<file path="config.mk">
export PLATFORM = sky130hd
export DESIGN_NAME = doctype_system_path_extractor_unit_flat
export DESIGN_NICKNAME = d
export VERILOG_FILES = /design/src/rtl/dspe_pkg.sv /design/src/rtl/dspe_if.sv /design/src/rtl/dspe_cfg.sv /design/src/rtl/dspe_core.sv /design/src/rtl/dspe_obuf.sv /design/src/rtl/doctype_system_path_extractor_unit.sv /design/src/flat_wrapper.sv
export SDC_FILE = /design/constraint.sdc
export NUM_CORES = 1
export LEC_CHECK = 0
export BUFFER_PORTS_ARGS = -buffer_cell sky130_fd_sc_hd__buf_2
export CAP_MARGIN = 20
export CELL_PAD_IN_SITES_DETAIL_PLACEMENT = 1
export CELL_PAD_IN_SITES_GLOBAL_PLACEMENT = 1
export CORE_MARGIN = 2
export CORE_UTILIZATION = 45
export CTS_BUF_LIST = sky130_fd_sc_hd__clkbuf_4 sky130_fd_sc_hd__clkbuf_8 sky130_fd_sc_hd__clkbuf_16
export DETAILED_ROUTE_END_ITERATION = 8
export PLACE_DENSITY = 0.73
export SKIP_CTS_REPAIR_TIMING = 1
export SLEW_MARGIN = 20
export SYNTH_ARGS = -nofsm -noshare
export SYNTH_HDL_FRONTEND = slang
export SYNTH_SLANG_ARGS = --single-unit
</file>
<file path="constraint.sdc">
create_clock -name clk -period 7.1 [get_ports clk]
set_clock_uncertainty 0.2 [all_clocks]
set_input_delay 1.42 -clock clk [delete_from_list [all_inputs] [get_ports clk]]
set_output_delay 1.42 -clock clk [all_outputs]
set_load 0.02 [all_outputs]
</file>
<file path="src/rtl/dspe_pkg.sv">
// dspe_pkg: shared types, constants and keyword tables of the DOCTYPE path extractor.
// Used by every RTL file of the block; depends on nothing.
`default_nettype none

package dspe_pkg;

	localparam int MAX_PATH    = 512;
	localparam int PREFIX_MAX  = 7;
	localparam int MAX_RESULTS = 8;

	localparam int PLEN_W  = $clog2(MAX_PATH);
	localparam int HOLD_IW = $clog2(PREFIX_MAX + 1);
	localparam int RCNT_W  = $clog2(MAX_RESULTS + 1);
	localparam int PFX_W   = 8 * PREFIX_MAX;
	localparam int CFG_AW  = 2;
	localparam int CFG_DW  = PFX_W;

	localparam logic [PLEN_W-1:0]  PLEN_LAST = PLEN_W'(MAX_PATH - 1);
	localparam logic [HOLD_IW-1:0] HOLD_MAX  = HOLD_IW'(PREFIX_MAX);

	localparam logic [7:0] CH_NEWLINE = 8'h0A;
	localparam logic [7:0] CH_QUOTE   = 8'h22;

	localparam logic [2:0] KW_DOCTYPE_LEN = 3'd7;
	localparam logic [2:0] KW_SYSTEM_LEN  = 3'd6;

	localparam logic [7:0] LINE_LIMIT_RST = 8'd5;

	typedef enum logic [2:0] {
		PH_DOCTYPE,
		PH_SYSTEM,
		PH_QUOTE,
		PH_PATH,
		PH_IDLE
	} phase_t;

	typedef enum logic [2:0] {
		ST_PATH       = 3'd0,
		ST_DONE       = 3'd1,
		ST_NO_DOCTYPE = 3'd2,
		ST_NO_SYSTEM  = 3'd3,
		ST_UNTERM     = 3'd4,
		ST_TOO_LONG   = 3'd5
	} status_t;

	typedef enum logic [CFG_AW-1:0] {
		REG_LINE_LIMIT,
		REG_PREFIX_LEN,
		REG_PREFIX_ONE,
		REG_PREFIX_TWO
	} cfg_reg_t;

	typedef struct packed {
		logic [7:0]                  line_limit;
		logic [2:0]                  prefix_len;
		logic [PREFIX_MAX-1:0] [7:0] prefix_one;
		logic [PREFIX_MAX-1:0] [7:0] prefix_two;
	} cfg_t;

	typedef struct packed {
		logic [7:0] pbyte;
		status_t    status;
	} result_t;

	typedef struct packed {
		logic [RCNT_W-1:0]               cnt;
		result_t [MAX_RESULTS-1:0]       ent;
	} rlist_t;

	function automatic logic [7:0] kw_doctype_char(input logic [2:0] idx);
		logic [7:0] c;
		unique case (idx)
			3'd0: c = 8'h44;
			3'd1: c = 8'h4F;
			3'd2: c = 8'h43;
			3'd3: c = 8'h54;
			3'd4: c = 8'h59;
			3'd5: c = 8'h50;
			3'd6: c = 8'h45;
			default: c = 8'h00;
		endcase
		return c;
	endfunction

	function automatic logic [7:0] kw_system_char(input logic [2:0] idx);
		logic [7:0] c;
		unique case (idx)
			3'd0: c = 8'h53;
			3'd1: c = 8'h59;
			3'd2: c = 8'h53;
			3'd3: c = 8'h54;
			3'd4: c = 8'h45;
			3'd5: c = 8'h4D;
			default: c = 8'h00;
		endcase
		return c;
	endfunction

endpackage

`default_nettype wire

</file>
<file path="src/rtl/dspe_if.sv">
// dspe_if: handshake interfaces for document bytes, results and register writes.
// Depends on dspe_pkg for widths.
`default_nettype none

interface dspe_in_if;
	logic       valid;
	logic       ready;
	logic [7:0] data_byte;
	logic       first_byte;
	logic       end_of_input;

	modport source(output valid, data_byte, first_byte, end_of_input, input ready);
	modport sink(input valid, data_byte, first_byte, end_of_input, output ready);
endinterface

interface dspe_out_if;
	logic       valid;
	logic       ready;
	logic [7:0] path_byte;
	logic [2:0] status;
	logic       last_of_run;

	modport source(output valid, path_byte, status, last_of_run, input ready);
	modport sink(input valid, path_byte, status, last_of_run, output ready);
endinterface

interface dspe_cfg_if;
	logic                        valid;
	logic                        ready;
	logic [dspe_pkg::CFG_AW-1:0] addr;
	logic [dspe_pkg::CFG_DW-1:0] data;

	modport source(output valid, addr, data, input ready);
	modport sink(input valid, addr, data, output ready);
endinterface

`default_nettype wire

</file>
<file path="src/rtl/dspe_cfg.sv">
// dspe_cfg: configuration register file (line limit, header length, two URI headers).
// Depends on dspe_pkg and dspe_cfg_if.
`default_nettype none

module dspe_cfg (
	input  wire logic         clk,
	input  wire logic         arst_n,
	dspe_cfg_if.sink          cfg,
	output dspe_pkg::cfg_t    regs
);

	dspe_pkg::cfg_t regs_q;

	assign cfg.ready = 1'b1;
	assign regs      = regs_q;

	always_ff @(posedge clk or negedge arst_n) begin
		if (!arst_n) begin
			regs_q.line_limit <= dspe_pkg::LINE_LIMIT_RST;
			regs_q.prefix_len <= '0;
			regs_q.prefix_one <= '0;
			regs_q.prefix_two <= '0;
		end else if (cfg.valid && cfg.ready) begin
			unique case (dspe_pkg::cfg_reg_t'(cfg.addr))
				dspe_pkg::REG_LINE_LIMIT: regs_q.line_limit <= cfg.data[7:0];
				dspe_pkg::REG_PREFIX_LEN: regs_q.prefix_len <= cfg.data[2:0];
				dspe_pkg::REG_PREFIX_ONE: regs_q.prefix_one <= cfg.data;
				dspe_pkg::REG_PREFIX_TWO: regs_q.prefix_two <= cfg.data;
			endcase
		end
	end

endmodule

`default_nettype wire

</file>
<file path="src/rtl/dspe_core.sv">
// dspe_core: input register, scan state and the per-byte step that builds one result list.
// Depends on dspe_pkg and dspe_in_if.
`default_nettype none

module dspe_core (
	input  wire logic            clk,
	input  wire logic            arst_n,
	dspe_in_if.sink              doc,
	input  wire dspe_pkg::cfg_t  cfg,
	input  wire logic            free,
	output logic                 load,
	output dspe_pkg::rlist_t     rlist
);

	localparam int PM = dspe_pkg::PREFIX_MAX;
	localparam int MR = dspe_pkg::MAX_RESULTS;
	localparam int PW = dspe_pkg::PLEN_W;
	localparam int IW = dspe_pkg::HOLD_IW;

	logic       valid_s1;
	logic [7:0] byte_s1;
	logic       first_s1;
	logic       last_s1;

	dspe_pkg::phase_t phase_q;
	logic [2:0]       kw_q;
	logic [7:0]       line_q;
	logic [PW-1:0]    plen_q;
	logic [1:0]       psm_q;
	logic [7:0]       hold_q [PM];

	dspe_pkg::phase_t  ph;
	logic [2:0]        kwc;
	logic [7:0]        lc;
	logic [PW-1:0]     pl;
	logic [1:0]        psm;
	logic [1:0]        mm;
	logic [3:0]        kw_r;
	logic [2:0]        plim;
	logic              hold_we;
	logic [IW-1:0]     hold_idx;
	logic [IW-1:0]     flush_n;
	logic              has_byte;
	logic              has_stat;
	dspe_pkg::status_t stat;
	logic [7:0]        hv [MR];

	function automatic logic [3:0] kw_step(input logic [2:0] cnt, input logic [7:0] ch,
			input logic sys);
		logic [2:0] len;
		logic [2:0] c;
		logic [2:0] nc;
		logic [7:0] want;
		logic [7:0] head;
		len  = sys ? dspe_pkg::KW_SYSTEM_LEN : dspe_pkg::KW_DOCTYPE_LEN;
		c    = (cnt >= len) ? 3'd0 : cnt;
		want = sys ? dspe_pkg::kw_system_char(c) : dspe_pkg::kw_doctype_char(c);
		head = sys ? dspe_pkg::kw_system_char(3'd0) : dspe_pkg::kw_doctype_char(3'd0);
		if (ch == want) begin
			nc = c + 3'd1;
		end else begin
			nc = (ch == head) ? 3'd1 : 3'd0;
		end
		if (nc == len) begin
			return {1'b1, 3'd0};
		end
		return {1'b0, nc};
	endfunction

	// held bytes: path length capped at the hold depth
	function automatic logic [IW-1:0] held(input logic [PW-1:0] n);
		return (n > PW'(PM)) ? dspe_pkg::HOLD_MAX : n[IW-1:0];
	endfunction

	assign load      = valid_s1 && free;
	assign doc.ready = !valid_s1 || load;

	always_comb begin : next_state
		ph       = phase_q;
		kwc      = kw_q;
		lc       = line_q;
		pl       = plen_q;
		psm      = psm_q;
		mm       = 2'b00;
		kw_r     = '0;
		hold_we  = 1'b0;
		hold_idx = plen_q[IW-1:0];
		flush_n  = '0;
		has_byte = 1'b0;
		has_stat = 1'b0;
		stat     = dspe_pkg::ST_DONE;
		plim     = (cfg.prefix_len > 3'(PM)) ? 3'(PM) : cfg.prefix_len;

		if (first_s1) begin
			ph  = dspe_pkg::PH_DOCTYPE;
			kwc = '0;
			lc  = '0;
			pl  = '0;
			psm = '0;
		end

		unique case (ph)
			dspe_pkg::PH_DOCTYPE: begin
				if (byte_s1 == dspe_pkg::CH_NEWLINE && lc != 8'hFF) begin
					lc = lc + 8'd1;
				end
				kw_r = kw_step(kwc, byte_s1, 1'b0);
				kwc  = kw_r[2:0];
				if (kw_r[3]) begin
					if (lc > cfg.line_limit) begin
						ph       = dspe_pkg::PH_IDLE;
						has_stat = 1'b1;
						stat     = dspe_pkg::ST_NO_DOCTYPE;
					end else begin
						ph = dspe_pkg::PH_SYSTEM;
					end
				end
			end
			dspe_pkg::PH_SYSTEM: begin
				kw_r = kw_step(kwc, byte_s1, 1'b1);
				kwc  = kw_r[2:0];
				if (kw_r[3]) begin
					ph = dspe_pkg::PH_QUOTE;
				end
			end
			dspe_pkg::PH_QUOTE: begin
				if (byte_s1 == dspe_pkg::CH_QUOTE) begin
					ph  = dspe_pkg::PH_PATH;
					pl  = '0;
					psm = (cfg.prefix_len != 3'd0) ? 2'b11 : 2'b00;
				end
			end
			dspe_pkg::PH_PATH: begin
				if (byte_s1 == dspe_pkg::CH_QUOTE) begin
					if (psm != 2'b00) begin
						flush_n = held(pl);
					end
					psm      = 2'b00;
					ph       = dspe_pkg::PH_IDLE;
					has_stat = 1'b1;
					stat     = dspe_pkg::ST_DONE;
				end else if (pl == dspe_pkg::PLEN_LAST) begin
					if (psm != 2'b00) begin
						flush_n = held(pl);
					end
					psm      = 2'b00;
					ph       = dspe_pkg::PH_IDLE;
					has_stat = 1'b1;
					stat     = dspe_pkg::ST_TOO_LONG;
				end else begin
					// header length lowered under the held count
					if (psm != 2'b00 && pl >= PW'(plim)) begin
						flush_n = held(pl);
						psm     = 2'b00;
					end
					if (psm != 2'b00) begin
						hold_we  = 1'b1;
						hold_idx = pl[IW-1:0];
						mm[0]    = cfg.prefix_one[hold_idx] == byte_s1;
						mm[1]    = cfg.prefix_two[hold_idx] == byte_s1;
						mm       = mm & psm;
						pl       = pl + PW'(1);
						if (mm == 2'b00) begin
							flush_n = held(pl);
							psm     = 2'b00;
						end else if (pl == PW'(plim)) begin
							psm = 2'b00;
						end else begin
							psm = mm;
						end
					end else begin
						pl       = pl + PW'(1);
						has_byte = 1'b1;
					end
				end
			end
			default: begin
				ph = dspe_pkg::PH_IDLE;
			end
		endcase

		if (last_s1) begin
			case (ph)
				dspe_pkg::PH_DOCTYPE: begin
					has_stat = 1'b1;
					stat     = dspe_pkg::ST_NO_DOCTYPE;
				end
				dspe_pkg::PH_SYSTEM, dspe_pkg::PH_QUOTE: begin
					has_stat = 1'b1;
					stat     = dspe_pkg::ST_NO_SYSTEM;
				end
				dspe_pkg::PH_PATH: begin
					if (psm != 2'b00) begin
						flush_n = held(pl);
					end
					has_stat = 1'b1;
					stat     = dspe_pkg::ST_UNTERM;
				end
				default: begin
				end
			endcase
			ph  = dspe_pkg::PH_DOCTYPE;
			kwc = '0;
			lc  = '0;
			pl  = '0;
			psm = '0;
		end
	end

	// result list: held bytes, then a plain path byte, then the status
	always_comb begin : outputs
		for (int i = 0; i < MR; i++) begin
			if (i < PM) begin
				hv[i] = (hold_we && hold_idx == IW'(i)) ? byte_s1 : hold_q[i];
			end else begin
				hv[i] = 8'h00;
			end
		end
		for (int k = 0; k < MR; k++) begin
			if (dspe_pkg::RCNT_W'(k) < dspe_pkg::RCNT_W'(flush_n)) begin
				rlist.ent[k] = '{pbyte: hv[k], status: dspe_pkg::ST_PATH};
			end else if (dspe_pkg::RCNT_W'(k) == dspe_pkg::RCNT_W'(flush_n) && has_byte) begin
				rlist.ent[k] = '{pbyte: byte_s1, status: dspe_pkg::ST_PATH};
			end else begin
				rlist.ent[k] = '{pbyte: 8'h00, status: stat};
			end
		end
		rlist.cnt = dspe_pkg::RCNT_W'(flush_n) + dspe_pkg::RCNT_W'(has_byte)
			+ dspe_pkg::RCNT_W'(has_stat);
	end

	always_ff @(posedge clk or negedge arst_n) begin
		if (!arst_n) begin
			valid_s1 <= 1'b0;
			phase_q  <= dspe_pkg::PH_DOCTYPE;
			kw_q     <= '0;
			line_q   <= '0;
			plen_q   <= '0;
			psm_q    <= '0;
		end else begin
			if (doc.valid && doc.ready) begin
				valid_s1 <= 1'b1;
			end else if (load) begin
				valid_s1 <= 1'b0;
			end
			if (load) begin
				phase_q <= ph;
				kw_q    <= kwc;
				line_q  <= lc;
				plen_q  <= pl;
				psm_q   <= psm;
			end
		end
	end

	always_ff @(posedge clk) begin
		if (doc.valid && doc.ready) begin
			byte_s1  <= doc.data_byte;
			first_s1 <= doc.first_byte;
			last_s1  <= doc.end_of_input;
		end
		if (load && hold_we) begin
			hold_q[hold_idx] <= byte_s1;
		end
	end

endmodule

`default_nettype wire

</file>
<file path="src/rtl/dspe_obuf.sv">
// dspe_obuf: result register for a byte's results, drained one a cycle unless stalled.
// Depends on dspe_pkg and dspe_out_if.
`default_nettype none

module dspe_obuf (
	input  wire logic              clk,
	input  wire logic              arst_n,
	input  wire logic              load,
	input  wire dspe_pkg::rlist_t  rlist,
	output logic                   free,
	dspe_out_if.source             path
);

	localparam int MR = dspe_pkg::MAX_RESULTS;
	localparam int CW = dspe_pkg::RCNT_W;

	logic [CW-1:0]                   cnt_q;
	dspe_pkg::result_t [MR-1:0]      ent_q;
	logic                            fire;

	assign fire             = path.valid && path.ready;
	assign free             = (cnt_q == '0) || (cnt_q == CW'(1) && fire);
	assign path.valid       = cnt_q != '0;
	assign path.path_byte   = ent_q[0].pbyte;
	assign path.status      = ent_q[0].status;
	assign path.last_of_run = cnt_q == CW'(1);

	always_ff @(posedge clk or negedge arst_n) begin
		if (!arst_n) begin
			cnt_q <= '0;
		end else if (load) begin
			cnt_q <= rlist.cnt;
		end else if (fire) begin
			cnt_q <= cnt_q - CW'(1);
		end
	end

	always_ff @(posedge clk) begin
		if (load) begin
			ent_q <= rlist.ent;
		end else if (fire) begin
			for (int i = 0; i < MR - 1; i++) begin
				ent_q[i] <= ent_q[i + 1];
			end
		end
	end

endmodule

`default_nettype wire

</file>
<file path="src/rtl/doctype_system_path_extractor_unit.sv">
// doctype_system_path_extractor_unit: top level of the DOCTYPE system-path extractor.
// Depends on dspe_pkg, dspe_if, dspe_cfg, dspe_core and dspe_obuf.
//
//  channel | dir | payload                               | accepted when
//  doc     | in  | data_byte, first_byte, end_of_input   | doc.valid && doc.ready
//  path    | out | path_byte, status, last_of_run        | path.valid && path.ready
//  cfg     | in  | addr (register index), data           | cfg.valid && cfg.ready
//
// One byte per cycle while each byte gives at most one result and path is ready; a byte
// giving several results holds the doc channel while the result register drains.
// Each doc byte is held in the input register, and its results in the result register.
// Reset clears scan state and config registers; no clearing pass. cfg is always ready.
// A stalled path channel stalls doc once the input register is also full.
`default_nettype none

module doctype_system_path_extractor_unit (
	input  wire logic clk,
	input  wire logic arst_n,
	dspe_in_if.sink    doc,
	dspe_out_if.source path,
	dspe_cfg_if.sink   cfg
);

	dspe_pkg::cfg_t   cfg_regs;
	dspe_pkg::rlist_t rlist;
	logic             free;
	logic             load;

	dspe_cfg u_cfg (
		.clk    (clk),
		.arst_n (arst_n),
		.cfg    (cfg),
		.regs   (cfg_regs)
	);

	dspe_core u_core (
		.clk    (clk),
		.arst_n (arst_n),
		.doc    (doc),
		.cfg    (cfg_regs),
		.free   (free),
		.load   (load),
		.rlist  (rlist)
	);

	dspe_obuf u_obuf (
		.clk    (clk),
		.arst_n (arst_n),
		.load   (load),
		.rlist  (rlist),
		.free   (free),
		.path   (path)
	);

endmodule

`default_nettype wire

</file>
<file path="src/flat_wrapper.sv">
// flat-port wrapper written by rule: the top's interface ports become plain ports
module doctype_system_path_extractor_unit_flat 
  (clk, arst_n, doc_valid, doc_data_byte, doc_first_byte, doc_end_of_input, doc_ready, path_valid, path_path_byte, path_status, path_last_of_run, path_ready, cfg_valid, cfg_addr, cfg_data, cfg_ready);
  dspe_in_if doc_i ();
  dspe_out_if path_i ();
  dspe_cfg_if cfg_i ();
  input  wire logic clk;
  input  wire logic arst_n;
  input wire logic [$bits(doc_i.valid)-1:0] doc_valid;
  input wire logic [$bits(doc_i.data_byte)-1:0] doc_data_byte;
  input wire logic [$bits(doc_i.first_byte)-1:0] doc_first_byte;
  input wire logic [$bits(doc_i.end_of_input)-1:0] doc_end_of_input;
  output wire logic [$bits(doc_i.ready)-1:0] doc_ready;
  output wire logic [$bits(path_i.valid)-1:0] path_valid;
  output wire logic [$bits(path_i.path_byte)-1:0] path_path_byte;
  output wire logic [$bits(path_i.status)-1:0] path_status;
  output wire logic [$bits(path_i.last_of_run)-1:0] path_last_of_run;
  input wire logic [$bits(path_i.ready)-1:0] path_ready;
  input wire logic [$bits(cfg_i.valid)-1:0] cfg_valid;
  input wire logic [$bits(cfg_i.addr)-1:0] cfg_addr;
  input wire logic [$bits(cfg_i.data)-1:0] cfg_data;
  output wire logic [$bits(cfg_i.ready)-1:0] cfg_ready;
  assign doc_i.valid = doc_valid;
  assign doc_i.data_byte = doc_data_byte;
  assign doc_i.first_byte = doc_first_byte;
  assign doc_i.end_of_input = doc_end_of_input;
  assign doc_ready = doc_i.ready;
  assign path_valid = path_i.valid;
  assign path_path_byte = path_i.path_byte;
  assign path_status = path_i.status;
  assign path_last_of_run = path_i.last_of_run;
  assign path_i.ready = path_ready;
  assign cfg_i.valid = cfg_valid;
  assign cfg_i.addr = cfg_addr;
  assign cfg_i.data = cfg_data;
  assign cfg_ready = cfg_i.ready;
  doctype_system_path_extractor_unit u_core (.clk(clk), .arst_n(arst_n), .doc(doc_i), .path(path_i), .cfg(cfg_i));
endmodule
</file>
* Yosys cells after proc, flatten, opt, wreduce, memory -nomap -nowiden
Memory sizes are Yosys's and may differ from the RTL's.
Cells that the tools add are included.
** Operators by class
- Add/subtract/negate cells :: 7
- Order comparisons :: 16
- Eq/ne operators :: 47
- Reduce and logical (&&, ||, !) cells :: 48
- Bitwise logic cells :: 1
- Muxes and demuxes :: 132
** Operators by type and width (count)
- 11-bit 2-to-1 mux :: 14
- 77-bit 2-to-1 mux :: 2
- 8-bit 2-to-1 mux :: 16
- 3-bit 2-to-1 mux :: 37
- 7-bit case mux with 7 select lines :: 1
- 8-bit binary-select mux with 3-bit select :: 2
- 9-bit 2-to-1 mux :: 5
- 7-bit case mux with 5 select lines :: 1
- 8-bit == test :: 4
- 4-bit 2-to-1 mux :: 8
- 3-bit by 2-bit == test with 1-bit output (second input constant) :: 10
- 3-bit == test (second input constant) :: 10
- 2-bit 2-to-1 mux :: 15
- 9-bit by 3-bit > comparator with 1-bit output (second input constant) :: 3
- 1-bit 2-to-1 mux :: 24
- 1-bit logical AND :: 22
- 3-bit logical NOT :: 6
- 9-bit case mux with 2 select lines :: 1
- 8-bit by 7-bit == test with 1-bit output (second input constant) :: 2
- 3-bit by 1-bit == test with 1-bit output (second input constant) :: 5
- 3-bit == test (first input constant) :: 4
- 3-bit case mux with 2 select lines :: 2
- 3-bit case mux with 4 select lines :: 1
- 2-bit nonzero test :: 5
- 37 further kinds :: 51
** Storage, ports and cells
- Bits of input ports :: 73
- Bits in writable memories :: 56
- Register bits after elaboration :: 251
- Output and inout port bits :: 15
- Memories :: 1
** Memory list
- u_core.u_core.hold_q :: words 7, bits a word 8, rd ports 7, clocked after memory_dff 0, write ports 1, line dspe_core.sv:30 : logic [7:0] hold_q [PM];

* Logic depth before layout (Yosys ltp)
Gate-level depths: netlist of the first run.
- Word-level depth :: 25
- Gate-level depth with buffers :: 23
- Mapped depth without buffers :: 20

* Cells and area by module
Synthesis of the first run repeated with hierarchy kept, for this count alone.
** Unflattened totals
- Cell total of the unflattened synthesis :: 1475
- Area, all modules :: 16943.8 sq um
** Modules (own cells, without submodules)
- dspe_core :: area each 8376.8 sq um, sequential area each 2632.5 sq um, instances 1, cells an instance 993
- dspe_cfg :: area each 4621.9 sq um, sequential area each 3080.5 sq um, instances 1, cells an instance 264
- dspe_obuf :: area each 3945.0 sq um, sequential area each 2742.6 sq um, instances 1, cells an instance 218

* Worst setup path before layout of the first run
OpenSTA, ideal clock, no wires.
- Path type :: flip-flop to flip-flop
- Start point :: register u_core.u_core.first_s1
- End point :: register u_core.u_obuf.ent_q[22] (netlist bit) (data pin)
- Data arrival time :: 5.193 ns
- Path slack :: 1.554 ns
- Required time :: 6.748 ns
- Path buffers :: 4
- Stages on the path, launching flop included :: 23
- Clock period less this slack :: 5.546 ns
- Cell sequence :: edfxtp_1 -> buf_2 -> buf_1 -> buf_2 -> buf_2 -> nor2b_1 -> ha_1 -> nand3_1 -> nor2_1 -> nor4_2 -> mux2_2 -> ha_1 -> nor2b_1 -> o21a_1 -> o21a_1 -> o21a_1 -> o21bai_1 -> a22oi_1 -> o41ai_1 -> nor4_1 -> a2111o_1 -> or2_2 -> o21ai_0
** On the way
- Word-level cells in the longest chain between the ends :: 25
- Elaborated cells between the ends (all ways) :: 129
** RTL lines
- start, declared :: line dspe_core.sv:22 : logic first_s1;
- start signal, assigned :: line dspe_core.sv:259 : first_s1 <= doc.first_byte;
- 3-bit 2-to-1 mux :: line dspe_core.sv:94 : if (first_s1) begin
- 3-bit >= comparator :: line dspe_core.sv:56 : c = (cnt >= len) ? 3'd0 : cnt;
- 3-bit 2-to-1 mux :: line dspe_core.sv:56
- 3-bit by 2-bit == test with 1-bit output / 3-bit logical NOT (equally long branches) :: line dspe_pkg.sv:87 : unique case (idx)
- 2-bit OR reduction (no line)
- 7-bit case mux with 5 select lines :: line dspe_pkg.sv:87
- 8-bit 2-to-1 mux :: line dspe_core.sv:102 : unique case (ph)
- 8-bit == test :: line dspe_core.sv:59 : if (ch == want) begin
- [9 not listed]
- 3-bit by 2-bit == test with 1-bit output :: line dspe_core.sv:183 : case (ph)
- 3-bit 2-to-1 mux :: line dspe_core.sv:183
- 3-bit 2-to-1 mux :: line dspe_core.sv:182 : if (last_s1) begin
- 2-bit by 3-bit == test with 1-bit output :: line dspe_core.sv:222 : end else if (dspe_pkg::RCNT_W'(k) == dspe_pkg::RCNT_W'(flush_n) && has_byte) begin
- 1-bit logical AND :: line dspe_core.sv:222
- 11-bit 2-to-1 mux :: line dspe_core.sv:222
- 11-bit 2-to-1 mux (*) :: line dspe_core.sv:220 : if (dspe_pkg::RCNT_W'(k) < dspe_pkg::RCNT_W'(flush_n)) begin
- 77-bit 2-to-1 mux (*) :: line dspe_obuf.sv:39 : if (load) begin
- end signal, assigned :: line dspe_obuf.sv:40 : ent_q <= rlist.ent;
- end signal, assigned by index :: line dspe_obuf.sv:43 : ent_q[i] <= ent_q[i + 1];
- end, declared :: line dspe_obuf.sv:18 : dspe_pkg::result_t [MR-1:0] ent_q;
Every way passes the cells marked *; elsewhere a longest branch is shown, timed or not. The select of a mux whose other input is x is not followed.
A chain may end at the register's enable or synchronous reset.

* Final worst setup path of the first run
- Start point :: register u_core.u_core.first_s1
- End point :: register u_core.u_obuf.ent_q[17] (netlist bit) (data pin)
** On the way
- Word-level cells in the longest chain between the ends :: 25
- Elaborated cells between the ends (all ways) :: 131
** RTL lines (line)
- 3-bit 2-to-1 mux :: dspe_core.sv:94
- 3-bit >= comparator :: dspe_core.sv:56
- 3-bit 2-to-1 mux :: dspe_core.sv:56
- 3-bit by 2-bit == test with 1-bit output / 3-bit logical NOT (equally long branches) :: dspe_pkg.sv:87
- 2-bit OR reduction (no line)
- 7-bit case mux with 5 select lines :: dspe_pkg.sv:87
- 8-bit 2-to-1 mux :: dspe_core.sv:102
- 8-bit == test :: dspe_core.sv:59
- [9 not listed]
- 3-bit by 2-bit == test with 1-bit output :: dspe_core.sv:183
- 3-bit 2-to-1 mux :: dspe_core.sv:183
- 3-bit 2-to-1 mux :: dspe_core.sv:182
- 1-bit by 3-bit == test with 1-bit output :: dspe_core.sv:222
- 1-bit logical AND :: dspe_core.sv:222
- 11-bit 2-to-1 mux :: dspe_core.sv:222
- 11-bit 2-to-1 mux (*) :: dspe_core.sv:220
- 77-bit 2-to-1 mux (*) :: dspe_obuf.sv:39
Marks and branches as above.

==> results of run 1 <==
routing by layer:
metal	global-route usage, %	part of all wire, %	vias to the layer above
met5	0	0	-
met4	12.0	4.9	0
met3	2.99	4.7	101
met2	41.1	47	342
met1	33.6	43	6120
li1	-	-	5412
cell type report:
cell class	instances	area, µm²	share of cell area, %
clock buffers	50	1100	6.06
flip-flops and latches	307	8460	46.8
clock inverters	14	116	0.644
inverters	54	203	1.12
multi-input cells	960	7020	38.8
repair buffers	109	609	3.37
well taps	461	577	3.19
flip-flops by register name, indices dropped and copies added (netlist names):
name	flops
u_core.u_obuf.path.status	3
u_core.u_obuf.ent_q	77
u_core.u_core.valid_s1	1
u_core.u_core.first_s1	1
u_core.u_core.last_s1	1
u_core.u_core.kw_q	3
u_core.u_cfg.regs	123
u_core.u_core.phase_q	3
u_core.u_obuf.path.path_byte	8
u_core.u_obuf.cnt_q	4
u_core.u_core.plen_q	9
u_core.u_core.psm_q	2
u_core.u_core.hold_q	56
u_core.u_core.line_q	8
u_core.u_core.byte_s1	8
per-stage QoR:
step                      worst slack, ns  instance area (µm²)  utilization, %
after floorplan                      1.55                16100               -
after global placement               1.30                16900            47.6
after detailed placement             1.20                16900            47.6
after CTS                            1.17                18100            51.0
after global routing                0.612                18100            51.1
final                                1.05                18100            51.1
power by group through the flow:
stage / registers (W) / clock network [W] / logic [W]
3_5_place_dp: 0.00270 / 0 / 0.00188
6_report: 0.00268 / 0.00187 / 0.00189
5_1_grt: 0.00272 / 0.00198 / 0.00206
3_3_place_gp: 0.00269 / 0 / 0.00183
4_1_cts: 0.00268 / 0.00191 / 0.00189
2_1_floorplan: 0.00259 / 0 / 0.00138
placed cells by master, fill, tap and decap left out, types with 15 or more instances in the layout:
cell         n
nor3_1      22
edfxtp_1   154
ha_1        26
nand3_1     27
a22o_1      25
a221o_1     15
a221oi_1    15
clkbuf_16   39
inv_1       51
dfrtp_1    149
nand2_1    101
mux2_2     133
and2_1      18
xnor2_1     19
o21ai_0     84
and3_1      19
a22oi_1     25
mux2i_1     39
buf_4       23
nor2_1      82
a21oi_1     38
a31oi_1     15
o211ai_1    20
buf_2       85
how the worst max path moves through the flow:
stage | depth (start not counted) | slack [ns] | to | from
2_1_floorplan | 22 | 1.55 | u_core.u_obuf.ent_q[22] | u_core.u_core.first_s1
3_3_place_gp | 15 | 1.30 | u_core.u_obuf.ent_q[20] | u_core.u_core.first_s1
3_5_place_dp | 18 | 1.20 | u_core.u_obuf.ent_q[16] | u_core.u_core.first_s1
4_1_cts | 18 | 1.17 | u_core.u_obuf.ent_q[16] | u_core.u_core.first_s1
5_1_grt | 18 | 0.61 | u_core.u_obuf.ent_q[17] | u_core.u_core.first_s1
6_report | 18 | 1.05 | u_core.u_obuf.ent_q[17] | u_core.u_core.first_s1
critical path, stage by stage, from the launching register on:
cell and delay [ns]:
edfxtp_1 0.42, nand2b_1 0.36, inv_2 0.36, ha_1 0.32, nand4_1 0.12, nor3_1 0.28
and2_1 0.20, ha_1 0.17, inv_1 0.08, o31a_1 0.19, nand2_1 0.30, o221ai_1 0.21
a2111oi_2 0.30, and3_1 0.26, o221ai_1 0.21, a21oi_4 0.57, nand2_1 0.33, mux2i_1 0.70
o21ai_0 0.18
logic make-up after synthesis:
family | Yosys count | synth area share [%]
AOI/OAI and AO/OA | 352 | 15.6
xor gates and xnor gates | 26 | 1.41
adders and majority gates | 27 | 2.14
buffers and inverters | 155 | 4.13
DFF | 307 | 52.5
muxes | 174 | 11.9
other | 1 | 0.0233
and+or+nand+nor | 380 | 12.3
==> key figures, run 1 <==
Run status
  – Outcome: finished clean

Synth
  – Top cell type's share of synthesized area: 28.7%
  – Synth Cell Area: 0.0161 mm²
  – Ranking of synthesized cells by area: edfxtp_1 29%, dfrtp_1 23%, mux2_2 9.4%, o21ai_0 2.6%, mux2i_1 2.4%
  – Syn avg cell area: 11.3 µm²
  – Top cells by count, synth: 154 x edfxtp_1, 151 x dfrtp_1, 134 x mux2_2
  – Synth cell types: 89
  – EDFF count, synth: 154
  – Yosys top cell by area: edfxtp_1
  – Syn_nets: 1522
  – Ys flop type: edfxtp_1
  – Ys async rst share: 49.8%
  – Yosys Warn Count: 0
  – Yosys reg bits: 307
  – Synth Instances: 1422
  – Sequential cell area fraction in the yosys report: 52.5%
  – Most common cell in the netlist: edfxtp_1

Finish
  – Share of cells above drive strength 1: 22.8%
  – Post-Layout Cell Count: 1955
  – Total Nets Final: 1568
  – Fillers: 3776
  – Antenna cells: 0
  – Area Growth Syn to Fin: 12.2%

Route
  – Final WL: 46.4 mm
  – Drt first pass iters: 6
  – Antenna violation net count after detailed routing: 0
  – Drt drc: 0
  – Initial DRC Count: 928
  – DR vias: 12000
  – Post-DR wirelength/cell: 23.7 µm
  – Post-DR vias/cell: 6.13

STA
  – Setup TNS: 0 ns
  – Slew margin rel.: 33.8%
  – Final Critical Period: 6.05 ns
  – Final setup violating endpoints: 0
  – Smallest hold slack: 0.296 ns
  – Final hold violation count: 0
  – Max Freq: 165 MHz
  – Pins Over Slew Limit: 0
  – Post-route clock period utilization: 85.2%
  – Slew @ Worst Pin: 0.986 ns
  – RSZ-0062 raised after global routing: no

Setup path
  – Setup CP Type: flop to flop
  – Worst EP required: 7.14 ns
  – Worst r2r dst: u_core.u_obuf.ent_q[17]
  – Worst R2R Start: u_core.u_core.first_s1
  – Internal reg-to-reg setup slack: 1.05 ns
  – Crit end category: flop
  – Startpoint types: flop
  – Register-to-Register Path Depth: 18
  – Data arrival time of the worst path: 6.09 ns
  – Worst Path Max Fanout: 18

GRT
  – Vias in the first global route: 12400
  – Number of antenna violations at the first check in global routing: 0
  – Largest net degree at the start of global routing: 85
  – Gr usage total: 25.2%
  – Grt total ovfl: 0
  – Global-route wire length before repair: 72.2 mm

CTS
  – Clk_lat worst skew: 0.53 ns
  – H-tree depth: 2
  – Clock transition at path regs: 0.06 ns
  – CTS Root Cell: clkbuf_16
  – Clock Path Buffers: 3
  – CTS tree: done
  – TritonCTS Sinks: 307
  – CTS Buf Count: 36

Power and ir drop
  – Register share of total power: 41.6%
  – Max IR drop VDD: 0.000231 V
  – Total power: 0.00644 W
  – Power Internal: 0.00428 W
  – Combinational power share: 29.3%
  – Static Leak: 7.21 nW
  – P_sw: 0.00217 W
  – Switch share: 33.7%
  – PwrDens: 356 mW/mm²
  – Clock power frac: 29.1%

Placement
  – Placed insts: 1891
  – Dpl hpwl: 31.7 mm
  – Routability cong.: 0.941
  – Port Buf Inserts: 86

Min path
  – HP Class: flop to flop
  – Hold Path Stages: 1
  – Worst Hold Path EP: u_core.u_cfg.regs[95]
  – Worst Min Path Start: u_core.u_cfg.regs[95]

Die
  – Die area: 0.0373 mm²
  – Row count: 69
  – Starting Density: 45.5%
  – Core area: 0.0354 mm²
  – Die Span Y: 193 µm
  – IO Pins: 88
  – Chip width: 193 µm

Job
  – Max_cap viols: 0
Power figures use the tool's default switching activity.
==> run 2, diff against run 1 <==
Settings changed: ABC_AREA from default to 1, PLACE_DENSITY 0.73 to 0.77.
==> run 2 against run 1 <==
Synthesized area increased by 4.0%; total power decreased by 11%; design area up 3.6%; synthesized cell count rose by 48%; critical path type unchanged; critical endpoint is now u_core.u_obuf.ent_q[46]; highest routed layer unchanged.
==> key figures, run 2 <==
Run status
  – Outcome: finished clean

Synth
  – Top cell type's share of synthesized area: 27.6%
  – Ys async rst share: 49.8%
  – Sequential cell area fraction in the yosys report: 50.5%
  – Syn avg cell area: 7.97 µm²
  – Ranking of synthesized cells by area: edfxtp_1 28%, dfrtp_1 23%, nand2_1 13%, o21ai_0 6.9%, nand3_1 5.1%
  – Yosys reg bits: 307
  – Yosys top cell by area: edfxtp_1
  – EDFF count, synth: 154
  – Top cells by count, synth: 602 x nand2_1, 230 x o21ai_0, 219 x inv_1
  – Most common cell in the netlist: nand2_1
  – Ys flop type: edfxtp_1
  – Synth Cell Area: 0.0168 mm²
  – Syn_nets: 2201
  – Synth Instances: 2101
  – Synth cell types: 49
  – Yosys Warn Count: 0

Setup path
  – Setup CP Type: flop to flop
  – Startpoint types: flop
  – Worst Path Max Fanout: 39
  – Data arrival time of the worst path: 6.36 ns
  – Worst EP required: 7.19 ns
  – Crit end category: flop

Placement
  – Port Buf Inserts: 86
  – Post-Place Worst Slack: 0.940 ns
  – Routability cong.: 0.888
  – Dpl hpwl: 35.6 mm

CTS
  – TritonCTS Sinks: 307
  – CTS tree: done
  – CTS Root Cell: clkbuf_16
  – Clk_lat worst skew: 0.55 ns
  – Clock transition at path regs: 0.06 ns
  – CTS Buf Count: 37
  – Clock Path Buffers: 3
  – H-tree depth: 2

GRT
  – Largest net degree at the start of global routing: 113
  – Global-route wire length before repair: 83.0 mm
  – Grt total ovfl: 0
  – Number of antenna violations at the first check in global routing: 0
  – Gr usage total: 27.3%
  – Vias in the first global route: 15400

Finish
  – Total Nets Final: 2239
  – Antenna cells: 0
  – Most frequent cells in the layout: 601 x nand2_1, 229 x o21ai_0, 219 x inv_1
  – Share of cells above drive strength 1: 11.7%
  – Largest register FFs: 123
  – Core Util, Final: 51.2%
  – Area Growth Syn to Fin: 11.8%
  – Commonest non-fill, non-tap cell in the layout: nand2_1

STA
  – Final Critical Period: 6.27 ns
  – RSZ-0062 raised after global routing: no
  – Post-route clock period utilization: 88.3%
  – Max Freq: 160 MHz
  – Fin worst setup slack: 0.834 ns
  – Final setup violating endpoints: 0
  – Setup TNS: 0 ns
  – Final hold violation count: 0
  – Slew @ Worst Pin: 1.06 ns
  – Slew margin rel.: 29.0%
  – Pins Over Slew Limit: 0

Die
  – Row count: 70
  – Core area: 0.0366 mm²
  – Chip width: 197 µm
  – Die Span Y: 197 µm
  – Starting Density: 45.8%
  – Die area: 0.0388 mm²
  – IO Pins: 88

Route
  – Post-DR wirelength/cell: 19.7 µm
  – Drt drc: 0
  – DR vias: 14700
  – Initial DRC Count: 866
  – Final WL: 52.0 mm
  – Post-DR vias/cell: 5.57
  – Antenna violation net count after detailed routing: 0
  – Drt first pass iters: 5

Power and ir drop
  – Static Leak: 8.74 nW
  – PwrDens: 306 mW/mm²
  – Total power: 0.00572 W
  – Max IR drop VDD: 0.000210 V

Job
  – Max_cap viols: 0

Min path
  – HP Class: flop to flop
==> run 2: changes by cell type after synthesis, moves of 15 or more <==
cell	delta
mux2i_1	-39
a22o_1	-24
inv_1	+168
and3_1	-19
a21oi_1	+36
and2_1	-18
nand3_1	+142
a22oi_1	-19
o21ai_0	+146
nand2_1	+501
a221o_1	-15
mux2_2	-134
xnor2_1	-16
nor2_1	+81
==> run 2: cell type report <==
type	instances	area [µm²]
Sequential cell	307	8460
Tap cell	468	586
Multi-Input combinational cell	1440	6870
Clock inverter	14	145
Fill cell	4463	17900
Clock buffer	54	1100
Inverter	235	885
Timing Repair Buffer	118	689
==> run 2: cell families after synthesis <==
kind of cell	after synthesis	synth area share, %
AND/OR/NAND/NOR	1020	25.9
XOR/XNOR	15	0.784
AO/OA/AOI/OAI	377	12.0
other	1	0.0224
flip-flops	307	50.5
buffers and inverters	354	8.78
adder cells (fa/ha/maj)	27	2.06
==> run 2: final timing paths <==
kind	from	endpoint	slack [ns]	depth (start not counted)
max	u_core.u_core.byte_s1[0]	u_core.u_obuf.ent_q[46]	0.83	26
min	u_core.u_cfg.regs[63]	u_core.u_cfg.regs[63]	0.29	2
max reg2reg	u_core.u_core.byte_s1[0]	u_core.u_obuf.ent_q[46]	0.83	26
min reg2reg	u_core.u_cfg.regs[63]	u_core.u_cfg.regs[63]	0.29	2
max in group asynchronous	arst_n	u_core.u_core.plen_q[2]	4.49	2
min in group asynchronous	arst_n	u_core.u_cfg.regs[120]	0.77	1
==> run 2: critical path, cell delays in order, from the launching register on <==
cell	delay [ns]
edfxtp_1	0.69
inv_1	0.56
nand2_1	0.16
nor4_1	0.38
buf_4	0.22
nand2_1	0.13
nor2_1	0.24
nand3_1	0.15
nor2_1	0.14
xor2_1	0.10
ha_1	0.30
nand2_1	0.07
nor2_1	0.14
nand3_1	0.08
o21ai_0	0.40
nor2_1	0.10
nand4_2	0.16
nand3_2	0.13
nor2_4	0.16
nand3_1	0.10
nand2_2	0.10
buf_4	0.44
nand2_2	0.17
nor2_2	0.40
inv_1	0.11
nand3_1	0.09
nand2_1	0.07
==> run 2: stage by stage <==
step / std cells / area [µm²] / hold WS, ns
floorplan: 2101 / 16800 / 0.246
global placement: 2568 / 17500 / 0.260
detailed placement: 2568 / 17500 / 0.273
CTS: 2636 / 18700 / 0.287
global route: 2636 / 18700 / 0.309
finish: 2636 / 18700 / 0.285
==> run 2: metal layers <==
layer | global-route usage [%] | part of all wire, %
met1 | 34.8 | 43
met2 | 47.5 | 49
met3 | 3.13 | 4.0
met4 | 10.6 | 3.5
met5 | 0 | 0
==> run 2: report_power, final <==
part / switching (W) / internal (W) / leakage [nW]
combinational: 0.000924 / 0.000392 / 4.72
clock: 0.000768 / 0.00119 / 0.634
sequential: 0.000154 / 0.00230 / 3.39
total: 0.00185 / 0.00388 / 8.74
==> run 3, diff against run 2 <==
Settings changed: CORE_UTILIZATION 45 to 30, PLACE_DENSITY 0.77 to 0.55, SYNTH_HIERARCHICAL from default to 1.
==> run 3 against run 2 <==
Synthesized area up 9.1%; critical path depth up 1; total power up 20%; combinational power up 54%; sequential power up 9.8%; worst setup slack better by 0.27 ns; non-clock buffer count down 6; count of clock-buffer cells in the layout up 1; critical path type unchanged; largest cell class unchanged.
==> key figures, run 3 <==
Die
  – Chip width: 251 µm
  – IO Pins: 88
  – Starting Density: 30.3%
  – Die Span Y: 251 µm
  – Row count: 90
  – Die area: 0.0629 mm²
  – Core area: 0.0602 mm²

Power and ir drop
  – PwrDens: 337 mW/mm²
  – Register share of total power: 39.3%
  – Max IR drop VDD: 0.000150 V
  – Switch share: 37.4%
  – Combinational power share: 29.7%
  – Static Leak: 9.64 nW
  – Clock power frac: 31.0%
  – Total power: 0.00684 W
  – Power Internal: 0.00428 W
  – P_sw: 0.00256 W

Synth
  – Yosys top cell by area: edfxtp_1
  – Yosys Warn Count: 6
  – Top cell type's share of synthesized area: 25.3%
  – Ys async rst share: 49.8%
  – Syn avg cell area: 7.87 µm²
  – Ys flop type: edfxtp_1
  – Top cells by count, synth: 950 x nand2_1, 202 x nand3_1, 154 x edfxtp_1
  – Synth Cell Area: 0.0183 mm²
  – Ranking of synthesized cells by area: edfxtp_1 25%, dfrtp_1 21%, nand2_1 20%, nand3_1 5.5%, nand4_1 4.6%
  – Most common cell in the netlist: nand2_1
  – Sequential cell area fraction in the yosys report: 46.3%
  – EDFF count, synth: 154
  – Synth Instances: 2323
  – Syn_nets: 2423
  – Yosys reg bits: 307
  – Synth cell types: 61

Route
  – Drt drc: 0
  – Antenna violation net count after detailed routing: 0
  – Initial DRC Count: 840
  – Post-DR vias/cell: 5.02
  – Drt first pass iters: 5
  – Final WL: 63.3 mm
  – Post-DR wirelength/cell: 20.1 µm
  – DR vias: 15800

Placement
  – Routability cong.: 0.814
  – Placed insts: 3068
  – Port Buf Inserts: 86
  – Dpl hpwl: 42.0 mm

Min path
  – HP Class: flop to flop

Setup path
  – Setup CP Type: flop to flop
  – Startpoint types: flop
  – Worst Path Max Fanout: 20
  – Crit end category: flop
  – Data arrival time of the worst path: 6.24 ns
  – Worst EP required: 7.35 ns

GRT
  – Number of antenna violations at the first check in global routing: 0
  – Global-route wire length before repair: 99.7 mm
  – Gr usage total: 20.3%
  – Vias in the first global route: 16200
  – Grt total ovfl: 0
  – Largest net degree at the start of global routing: 93

Finish
  – Core Util, Final: 33.7%
  – Total Nets Final: 2429
  – Commonest non-fill, non-tap cell in the layout: nand2_1
  – Fillers: 7266
  – Area occupied by multi-input gates: 0.00825 mm²
  – Sequential Area: 0.00846 mm²
  – Post-Layout Cell Count: 3142
  – Most frequent cells in the layout: 950 x nand2_1, 201 x nand3_1, 154 x edfxtp_1
  – Area Growth Syn to Fin: 11.0%
  – Antenna cells: 0
  – Largest register FFs: 123
  – Share of cells above drive strength 1: 12.2%

STA
  – Slew @ Worst Pin: 1.07 ns
  – Slew margin rel.: 28.5%
  – Post-route clock period utilization: 84.4%
  – Setup TNS: 0 ns
  – Max Freq: 167 MHz
  – Pins Over Slew Limit: 0
  – Final setup violating endpoints: 0
  – Smallest hold slack: 0.268 ns
  – Final hold violation count: 0
  – Final Critical Period: 5.99 ns
  – RSZ-0062 raised after global routing: no

CTS
  – CTS Root Cell: clkbuf_16
  – CTS tree: done
  – H-tree depth: 2
  – Clk_lat worst skew: 0.58 ns
  – CTS Buf Count: 41
  – TritonCTS Sinks: 307
  – Clock Path Buffers: 3
  – Clock transition at path regs: 0.06 ns

Job
  – Max_cap viols: 0

Run status
  – Outcome: finished clean
[run 3: cell count changes after synthesis, sizes merged, moves of 6 or more]
cell    change
buf        +61
or2        -10
a21oi      -42
nand3      +42
inv        -82
a22oi       -6
o21ai     -140
nand2     +364
clkbuf     -31
nand4     +110
nor2       -45
[run 3: worst max-delay path, stage by stage (launching register included)]
cell,delay (ns)
edfxtp_1,0.44
buf_4,0.39
nor2_1,0.15
nand3_1,0.13
nand3_1,0.17
nor4_1,0.36
nand3_1,0.20
nor4_1,0.26
xor2_1,0.14
ha_1,0.31
nand2_1,0.07
nor2_1,0.14
nand3_1,0.08
o21ai_0,0.40
nor2_1,0.12
nand4_2,0.27
nand3_4,0.22
nor2_8,0.28
nand3_4,0.17
nand2_4,0.18
inv_1,0.08
fa_1,0.46
ha_1,0.21
xor2_1,0.16
nand2_1,0.10
nand2_1,0.07
nand2_1,0.05
nand2_1,0.05
[run 3: path summary, 6_finish.rpt]
check | start | end | slack [ns] | cells after the start
min in group asynchronous | arst_n | u_core/u_core/valid_s1 | 0.55 | 1
worst min-delay path | u_core/u_cfg/regs[91] | u_core/u_cfg/regs[91] | 0.27 | 2
worst max register to register | u_core/u_core/first_s1 | u_core/u_obuf/cnt_q[2] | 1.11 | 27
worst max-delay path | u_core/u_core/first_s1 | u_core/u_obuf/cnt_q[2] | 1.11 | 27
worst min register to register | u_core/u_cfg/regs[91] | u_core/u_cfg/regs[91] | 0.27 | 2
max in group asynchronous | arst_n | u_core/u_cfg/regs[17] | 4.92 | 2
[run 3: power groups by stage]
| stage | combinational (W) | clock, W | sequential (W) |
|---|---|---|---|
| 6_report | 0.00203 | 0.00212 | 0.00269 |
| 5_1_grt | 0.00230 | 0.00225 | 0.00275 |
| 4_1_cts | 0.00208 | 0.00219 | 0.00270 |
| 3_5_place_dp | 0.00207 | 0 | 0.00273 |
| 3_3_place_gp | 0.00204 | 0 | 0.00271 |
| 2_1_floorplan | 0.00146 | 0 | 0.00267 |
[run 3: cells by family (layout without fill, tap and decap cells)]
kind of cell,Yosys count,after routing,share of synthesized area (%)
AOI/OAI and AO/OA,186,186,5.78
xor gates and xnor gates,12,12,0.575
adders and majority gates,27,27,1.89
buffers and inverters,303,340,8.61
DFF,307,307,46.3
muxes,1,1,0.0548
other,1,1,0.0205
and+or+nand+nor,1486,1486,36.8
[run 3: metal layers]
metal	global-route usage, %	up-vias	routed length (µm)	part of all wire, %
li1	-	7678	-	-
met1	27.8	7762	29900	47
met2	34.3	247	30100	48
met3	2.59	72	2080	3.3
met4	4.57	0	1200	1.9
met5	0	-	0	0
[run 3: metrics by stage]
step,worst slack (ns),instance area [µm²]
global route,0.475,20300
detailed placement,1.08,18900
global placement,1.29,18900
CTS,1.07,20300
floorplan,2.00,18300
finish,1.11,20300
[run 3: area by class of cell]
| class | count | share of cell area (%) |
|---|---|---|
| inverters | 154 | 2.92 |
| multi-input cells | 1713 | 40.7 |
| clock buffers | 55 | 5.79 |
| repair buffers | 112 | 3.14 |
| well taps | 782 | 4.82 |
| flip-flops and latches | 307 | 41.7 |
| clock inverters | 19 | 0.974 |
